File: src/assert_macros.svh
// Assertion macros shared by the modules of the prime counter.
`ifndef ASSERT_MACROS_SVH
`define ASSERT_MACROS_SVH

// The consequent must hold in the same cycle as the antecedent.
`define TDPC_ASSERT_IMP(label, ante, cons, msg) \
    label: assert property (@(posedge i_clk) disable iff (!i_rst_n) \
        (ante) |-> (cons)) else $error(msg);

// The consequent must hold in the cycle after the antecedent.
`define TDPC_ASSERT_NXT(label, ante, cons, msg) \
    label: assert property (@(posedge i_clk) disable iff (!i_rst_n) \
        (ante) |=> (cons)) else $error(msg);

`endif

File: src/tdpc_pkg.sv
package tdpc_pkg;

    localparam int VALUE_PORT_W = 32;
    localparam int COUNT_W      = 32;
    localparam logic [COUNT_W-1:0] COUNT_MAX = {COUNT_W{1'b1}};
    localparam int TWO           = 2;
    localparam int FIRST_DIVISOR = 3;

    typedef enum logic [4:0] {
        S_IDLE = 5'b00001,
        S_TEST = 5'b00010,
        S_DIV  = 5'b00100,
        S_REM  = 5'b01000,
        S_DONE = 5'b10000
    } t_state;

    typedef struct packed {
        logic load;
        logic start_div;
        logic div_step;
        logic next_div;
        logic set_verdict;
        logic verdict;
        logic commit;
    } t_cmd;

    typedef struct packed {
        logic le_one;
        logic is_two;
        logic is_even;
        logic sq_gt_v;
        logic div_last;
        logic rem_zero;
    } t_status;

endpackage

File: src/tdpc_ctrl.sv
`include "assert_macros.svh"

module tdpc_ctrl import tdpc_pkg::*; (
    input  logic    i_clk,
    input  logic    i_rst_n,
    input  logic    i_in_valid,
    output logic    o_in_stall,
    input  logic    i_out_stall,
    output logic    o_out_valid,
    input  t_status i_status,
    output t_cmd    o_cmd
);

    t_state r_state, n_state;
    logic   r_valid, n_valid;
    logic   slot_free;
    t_cmd   cmd;

    assign slot_free = !r_valid || !i_out_stall;

    always_comb begin
        n_state = r_state;
        n_valid = r_valid;
        cmd     = '0;
        if (r_valid && !i_out_stall) begin
            n_valid = 1'b0;
        end
        unique case (r_state)
            S_IDLE: begin
                if (i_in_valid) begin
                    cmd.load = 1'b1;
                    n_state  = S_TEST;
                end
            end
            S_TEST: begin
                priority if (i_status.le_one || (i_status.is_even && !i_status.is_two)) begin
                    cmd.set_verdict = 1'b1;
                    cmd.verdict     = 1'b0;
                    n_state         = S_DONE;
                end else if (i_status.is_two || i_status.sq_gt_v) begin
                    cmd.set_verdict = 1'b1;
                    cmd.verdict     = 1'b1;
                    n_state         = S_DONE;
                end else begin
                    cmd.start_div = 1'b1;
                    n_state       = S_DIV;
                end
            end
            S_DIV: begin
                cmd.div_step = 1'b1;
                if (i_status.div_last) begin
                    n_state = S_REM;
                end
            end
            S_REM: begin
                if (i_status.rem_zero) begin
                    cmd.set_verdict = 1'b1;
                    cmd.verdict     = 1'b0;
                    n_state         = S_DONE;
                end else begin
                    cmd.next_div = 1'b1;
                    n_state      = S_TEST;
                end
            end
            S_DONE: begin
                if (slot_free) begin
                    cmd.commit = 1'b1;
                    n_valid    = 1'b1;
                    n_state    = S_IDLE;
                end
            end
            default: begin
                n_state = S_IDLE;
            end
        endcase
    end

    always_ff @(posedge i_clk) begin
        if (!i_rst_n) begin
            r_state <= S_IDLE;
            r_valid <= 1'b0;
        end else begin
            r_state <= n_state;
            r_valid <= n_valid;
        end
    end

    assign o_in_stall  = (r_state != S_IDLE);
    assign o_out_valid = r_valid;
    assign o_cmd       = cmd;

    `TDPC_ASSERT_NXT(a_accept_starts_test, i_in_valid && !o_in_stall, r_state == S_TEST,
        "accepted request did not start a test")
    `TDPC_ASSERT_NXT(a_done_delivers, r_state == S_DONE && slot_free, r_valid,
        "finished request did not reach the output register")

endmodule

File: src/tdpc_datapath.sv
`include "assert_macros.svh"

module tdpc_datapath import tdpc_pkg::*; #(
    parameter int DATA_W = 32
) (
    input  logic                    i_clk,
    input  logic                    i_rst_n,
    input  logic [VALUE_PORT_W-1:0] i_value,
    input  logic                    i_last,
    input  t_cmd                    i_cmd,
    output t_status                 o_status,
    output logic                    o_is_prime,
    output logic [COUNT_W-1:0]      o_prime_count,
    output logic                    o_run_end
);

    localparam int CW = $clog2(DATA_W);

    logic [DATA_W-1:0]  r_value;
    logic               r_last;
    logic [DATA_W-1:0]  r_div;
    logic [DATA_W+1:0]  r_sq;
    logic [DATA_W-1:0]  r_rem;
    logic [DATA_W-1:0]  r_shift;
    logic [CW-1:0]      r_cnt;
    logic               r_verdict;
    logic [COUNT_W-1:0] r_count, n_count;
    logic               r_is_prime;
    logic [COUNT_W-1:0] r_prime_count;
    logic               r_run_end;

    logic [DATA_W:0]    rem_sh;
    logic [DATA_W:0]    div_ext;
    logic [DATA_W:0]    rem_sub;
    logic [DATA_W-1:0]  rem_new;
    logic [COUNT_W-1:0] count_inc;

    assign rem_sh  = {r_rem, r_shift[DATA_W-1]};
    assign div_ext = {1'b0, r_div};
    assign rem_sub = rem_sh - div_ext;
    assign rem_new = (rem_sh >= div_ext) ? rem_sub[DATA_W-1:0] : rem_sh[DATA_W-1:0];

    assign count_inc = (r_verdict && (r_count != COUNT_MAX)) ? r_count + COUNT_W'(1) : r_count;
    assign n_count   = r_last ? '0 : count_inc;

    always_ff @(posedge i_clk) begin
        if (i_cmd.load) begin
            r_value <= i_value[DATA_W-1:0];
            r_last  <= i_last;
            r_div   <= DATA_W'(FIRST_DIVISOR);
            r_sq    <= (DATA_W+2)'(FIRST_DIVISOR * FIRST_DIVISOR);
        end
        if (i_cmd.start_div) begin
            r_rem   <= '0;
            r_shift <= r_value;
            r_cnt   <= '0;
        end
        if (i_cmd.div_step) begin
            r_rem   <= rem_new;
            r_shift <= {r_shift[DATA_W-2:0], 1'b0};
            r_cnt   <= r_cnt + CW'(1);
        end
        if (i_cmd.next_div) begin
            r_div <= r_div + DATA_W'(TWO);
            r_sq  <= r_sq + {r_div, 2'b00} + (DATA_W+2)'(4);
        end
        if (i_cmd.set_verdict) begin
            r_verdict <= i_cmd.verdict;
        end
        if (i_cmd.commit) begin
            r_is_prime    <= r_verdict;
            r_prime_count <= count_inc;
            r_run_end     <= r_last;
        end
    end

    always_ff @(posedge i_clk) begin
        if (!i_rst_n) begin
            r_count <= '0;
        end else if (i_cmd.commit) begin
            r_count <= n_count;
        end
    end

    assign o_status.le_one   = (r_value[DATA_W-1:1] == '0);
    assign o_status.is_two   = (r_value == DATA_W'(TWO));
    assign o_status.is_even  = !r_value[0];
    assign o_status.sq_gt_v  = (r_sq > {2'b00, r_value});
    assign o_status.div_last = (r_cnt == CW'(DATA_W - 1));
    assign o_status.rem_zero = (r_rem == '0);

    assign o_is_prime    = r_is_prime;
    assign o_prime_count = r_prime_count;
    assign o_run_end     = r_run_end;

    `TDPC_ASSERT_NXT(a_rem_below_div, i_cmd.div_step, r_rem < r_div,
        "partial remainder is not below the divisor")
    `TDPC_ASSERT_NXT(a_run_end_clears, i_cmd.commit && r_last, r_count == '0,
        "prime count not cleared at the end of a run")

endmodule

File: src/trial_division_prime_counter.sv
// Channel   Direction  Handshake          Payload
// input     in         i_valid / o_stall  i_value, i_last
// result    out        o_valid / i_stall  o_is_prime, o_prime_count, o_run_end
//
// One request is tested at a time; a new one is taken once the previous result is registered.
// A request needing no division is loaded, tested and committed; each odd divisor tried adds
// a remainder pass over all W bits of the value, where W is the datapath width, and a check
// of the remainder; the remainder unit gives one bit per cycle.
// Reset clears the controller and the running prime count.
// A stalled result holds in the output register, the next request may be taken meanwhile, and
// its finished result waits until the output register frees.
module trial_division_prime_counter import tdpc_pkg::*; #(
    parameter int VALUE_BITS = 32
) (
    input  logic                    i_clk,
    input  logic                    i_rst_n,
    input  logic                    i_valid,
    output logic                    o_stall,
    input  logic [VALUE_PORT_W-1:0] i_value,
    input  logic                    i_last,
    output logic                    o_valid,
    input  logic                    i_stall,
    output logic                    o_is_prime,
    output logic [COUNT_W-1:0]      o_prime_count,
    output logic                    o_run_end
);

    localparam int DATA_W = (VALUE_BITS < VALUE_PORT_W) ? VALUE_BITS : VALUE_PORT_W;

    t_cmd    cmd;
    t_status status;

    tdpc_ctrl u_ctrl (
        .i_clk       (i_clk),
        .i_rst_n     (i_rst_n),
        .i_in_valid  (i_valid),
        .o_in_stall  (o_stall),
        .i_out_stall (i_stall),
        .o_out_valid (o_valid),
        .i_status    (status),
        .o_cmd       (cmd)
    );

    tdpc_datapath #(
        .DATA_W (DATA_W)
    ) u_datapath (
        .i_clk         (i_clk),
        .i_rst_n       (i_rst_n),
        .i_value       (i_value),
        .i_last        (i_last),
        .i_cmd         (cmd),
        .o_status      (status),
        .o_is_prime    (o_is_prime),
        .o_prime_count (o_prime_count),
        .o_run_end     (o_run_end)
    );

endmodule
File: config.mk
export PLATFORM = sky130hd
export DESIGN_NAME = trial_division_prime_counter
export DESIGN_NICKNAME = d
export VERILOG_FILES = /design/src/tdpc_pkg.sv /design/src/tdpc_ctrl.sv /design/src/tdpc_datapath.sv /design/src/trial_division_prime_counter.sv
export VERILOG_INCLUDE_DIRS = /design/src /design/src/src
export SDC_FILE = /design/constraint.sdc
export NUM_CORES = 1
export LEC_CHECK = 0
export BUFFER_PORTS_ARGS = -buffer_cell sky130_fd_sc_hd__buf_2
export CAP_MARGIN = 30
export CORE_ASPECT_RATIO = 1.4
export CORE_MARGIN = 1
export CORE_UTILIZATION = 65
export CTS_CLUSTER_DIAMETER = 40
export CTS_CLUSTER_SIZE = 20
export DETAILED_ROUTE_END_ITERATION = 10
export PLACE_DENSITY_LB_ADDON = 0.08
export SYNTH_ARGS = -nofsm -noshare
export SYNTH_HDL_FRONTEND = slang
export SYNTH_SLANG_ARGS = --single-unit
export TNS_END_PERCENT = 5
File: constraint.sdc
create_clock -name i_clk -period 10.2 [get_ports i_clk]
set_clock_uncertainty 0.1 [all_clocks]
set_input_delay 1.53 -clock i_clk [delete_from_list [all_inputs] [get_ports i_clk]]
set_output_delay 1.53 -clock i_clk [all_outputs]
set_load 0.05 [all_outputs]
==> results.toml <==
[run_status]
status = "finished, final reports clean"

[clock_tree]
cts.clk_slew.worst_paths_ns = 0.07
cts_tree = "done"
cts_resized = 0
insertion_delay_ns = 0.55
post_cts_buffers = 0
clk_path_buf_depth = 3
clkSinkCount = 237
cts_hold_buf = 0
cts_root_buf = "clkbuf_16"
numCtsBuffers = 30
cts-htree-levels = 1

[logic_synthesis]
yosysWarnings = 0
synth_edf_count = 198
synth_seq_cells = 237
syn_area_um2 = 14500
async_reset_ff_frac = 0
synth_nets = 1565
ys_top_cells_by_area = "edfxtp_1 (41%), ha_1 (11%), dfxtp_1 (5.4%)"
synth.distinct_cells = 77
ys_seq_area_frac = 0.463
syn_avg_cell_area_um2 = 10.4
postSynthCellCount = 1402
synth_top_flop_cell = "edfxtp_1"
yosys.area.top_type_share = 0.410
yosysTopAreaCell = "edfxtp_1"

[global_routing]
grt_pass1_vias = 10928
antenna_found_initial = 0
grt_pass1_wl_um = 53100
overflow = 0
grt_use_total = 0.293
grt_max_degree = 64

[setup_path]
crit_fanout = 46
r2r_cells = 10
start_kind = "flop"
slowest_stage = "buf_4"
cp.depth = 10
startpoint = "u_datapath.r_sq[28]"
timing.rr.start = "u_datapath.r_sq[28]"
crit_buf_inv = 2
cp_top_family = "simple AND/OR/NAND/NOR gates"
crit_required_ns = 10.27
path_cells = "ha_1 -> nand4_1 -> or4_1 -> nor3_1 -> nand4_1 -> a32oi_1 -> and2_1 -> buf_4 -> or2_2 -> buf_4"
critical_path_class = "reg2reg"
reg2reg_setup_slack_ns = 5.84
cp-end-kind = "flop"
worst_path_largest_cell_delay_ns = 0.63
crit_arrival_ns = 4.43
reg2reg_to = "u_datapath.r_rem[25]"
cp-endpoint = "u_datapath.r_rem[25]"

[finish]
multiInputGateArea_um2 = 7280
fin_nets = 1638
regArea_um2 = 6730
final_common_cell = "edfxtp_1"
final_cell_mix = "edfxtp_1 (198), nor2_1 (142), ha_1 (124), inv_1 (93), xnor2_1 (76)"
stdcell_count = 1796
n_antenna_cell = 0
fillers = 1603
syn2layout_area_growth_pct = 12.0
layout-drive-gt1-share = 0.107
fin_area_um2 = 16300

[sta]
min_period_ns = 4.36
setup_violations = 0
worst_pin_slew_ns = 0.873
tns_ns = 0
rsz0062_at_grt = "false"
slew-limit-headroom = 0.413
finalHoldViolations = 0
slew_violations = 0
max_freq_mhz = 229
fin_crit_sh = 0.428

[detailed_routing]
drc = 0
dr.pass1.iters = 5
wl_um = 32800
vias_per_cell = 6.15
num_vias = 11048
ant_nets = 0
drt_iter0_drc = 681
wire_per_inst_um = 18.2

[place]
port_buffers = 72
dpl_cell_area_um2 = 15200
gpl.final_weighted_congestion = 0.889
dp.cells = 1740
hpwl_um = 23500

[die]
die_height_um = 179
initial_core_util = 0.664
die_x_um = 128
core_um2 = 21900
io_pins = 73
rows = 64
dieArea_um2 = 22900

[hold_path]
hold_class = "reg2reg"

[flow_run]
maxCapViolCount = 0

[power]
totalPowerFinal_mw = 2.51
vdd.ir_drop.worst_uv = 146
powerDensity_nw_per_um2 = 154
p_leak_nw = 6.81
-- flip-flops by register name (all words and copies together), names as in the netlist, 5 cells and up --
| register | count |
|---|---|
| u_datapath.r_div | 31 |
| u_datapath.o_prime_count | 32 |
| u_datapath.r_count | 32 |
| u_ctrl.r_state | 5 |
| u_datapath.r_sq | 31 |
| u_datapath.r_cnt | 5 |
| u_datapath.r_value | 32 |
| u_datapath.r_shift | 32 |
| u_datapath.r_rem | 32 |
-- synthesized netlist by cell type (7+ instances only) --
master / number
o21ai_0: 56
or3_1: 15
a22oi_1: 8
edfxtp_1: 198
xnor2_1: 76
dfxtp_1: 39
nor2_1: 143
and2_1: 17
inv_1: 93
or2_2: 8
a21o_1: 43
nor3_1: 37
o21a_1: 10
nand3_1: 36
mux2i_1: 29
xor2_1: 33
and3_1: 26
clkbuf_1: 35
a21oi_1: 69
nand2_1: 74
a31oi_1: 9
nor2b_1: 16
nor4_1: 19
a22o_1: 32
ha_1: 124
a21boi_1: 7
a211oi_1: 8
nand4_1: 23
-- metal layers --
metal	track usage	wire, um	part of all wire	vias to the layer above
met5	0	0	0	-
met4	0.132	1360	0.042	0
met3	0.0340	1420	0.043	84
met2	0.541	17300	0.53	314
met1	0.336	12700	0.39	5302
li1	-	-	-	5348
-- power by group --
| part | internal, mW | switching [mW] | total [mW] |
|---|---|---|---|
| Combinational | 0.121 | 0.169 | 0.291 |
| Sequential | 1.07 | 0.0262 | 1.10 |
| Clock | 0.694 | 0.425 | 1.12 |
| Total | 1.89 | 0.620 | 2.51 |
-- stage by stage --
| stage | hold slack, ns | util | worst slack [ns] |
|---|---|---|---|
| 6_report | 0.365 | 0.743 | 5.84 |
| 5_1_grt | 0.403 | 0.743 | 5.60 |
| 4_1_cts | 0.365 | 0.743 | 5.83 |
| 3_5_place_dp | 0.349 | 0.694 | 5.86 |
| 3_3_place_gp | 0.339 | 0.694 | 6.12 |
| 2_1_floorplan | 0.327 | - | 3.56 |
-- layout make-up --
cell class | count | area share
multi-input combinational | 1029 | 0.448
sequential | 237 | 0.414
clock buffer | 40 | 0.0524
timing repair buffer | 84 | 0.0277
tap | 297 | 0.0229
inverter | 93 | 0.0215
clock inverter | 16 | 0.0136
-- how the worst min path moves through the flow --
stage / slack (ns) / startpoint / cells past startpoint / end
6_report: 0.36 / u_datapath.r_shift[0] / 1 / u_datapath.r_shift[0]
5_1_grt: 0.40 / u_datapath.r_shift[0] / 1 / u_datapath.r_shift[0]
3_5_place_dp: 0.35 / u_datapath.r_shift[0] / 1 / u_datapath.r_shift[0]
2_1_floorplan: 0.33 / u_datapath.r_shift[0] / 1 / u_datapath.r_shift[0]
3_3_place_gp: 0.34 / u_datapath.r_shift[0] / 1 / u_datapath.r_shift[0]
4_1_cts: 0.36 / u_datapath.r_shift[0] / 1 / u_datapath.r_shift[0]
-- kinds of logic after synthesis --
group | after synthesis | share of synthesized area
xor gates and xnor gates | 109 | 0.0658
adders and majority gates | 126 | 0.110
buffers and inverters | 136 | 0.0367
DFF | 237 | 0.463
muxes | 30 | 0.0208
AOI/OAI and AO/OA | 311 | 0.146
and+or+nand+nor | 453 | 0.158
Note: power is estimated with default switching activity, not from simulation.
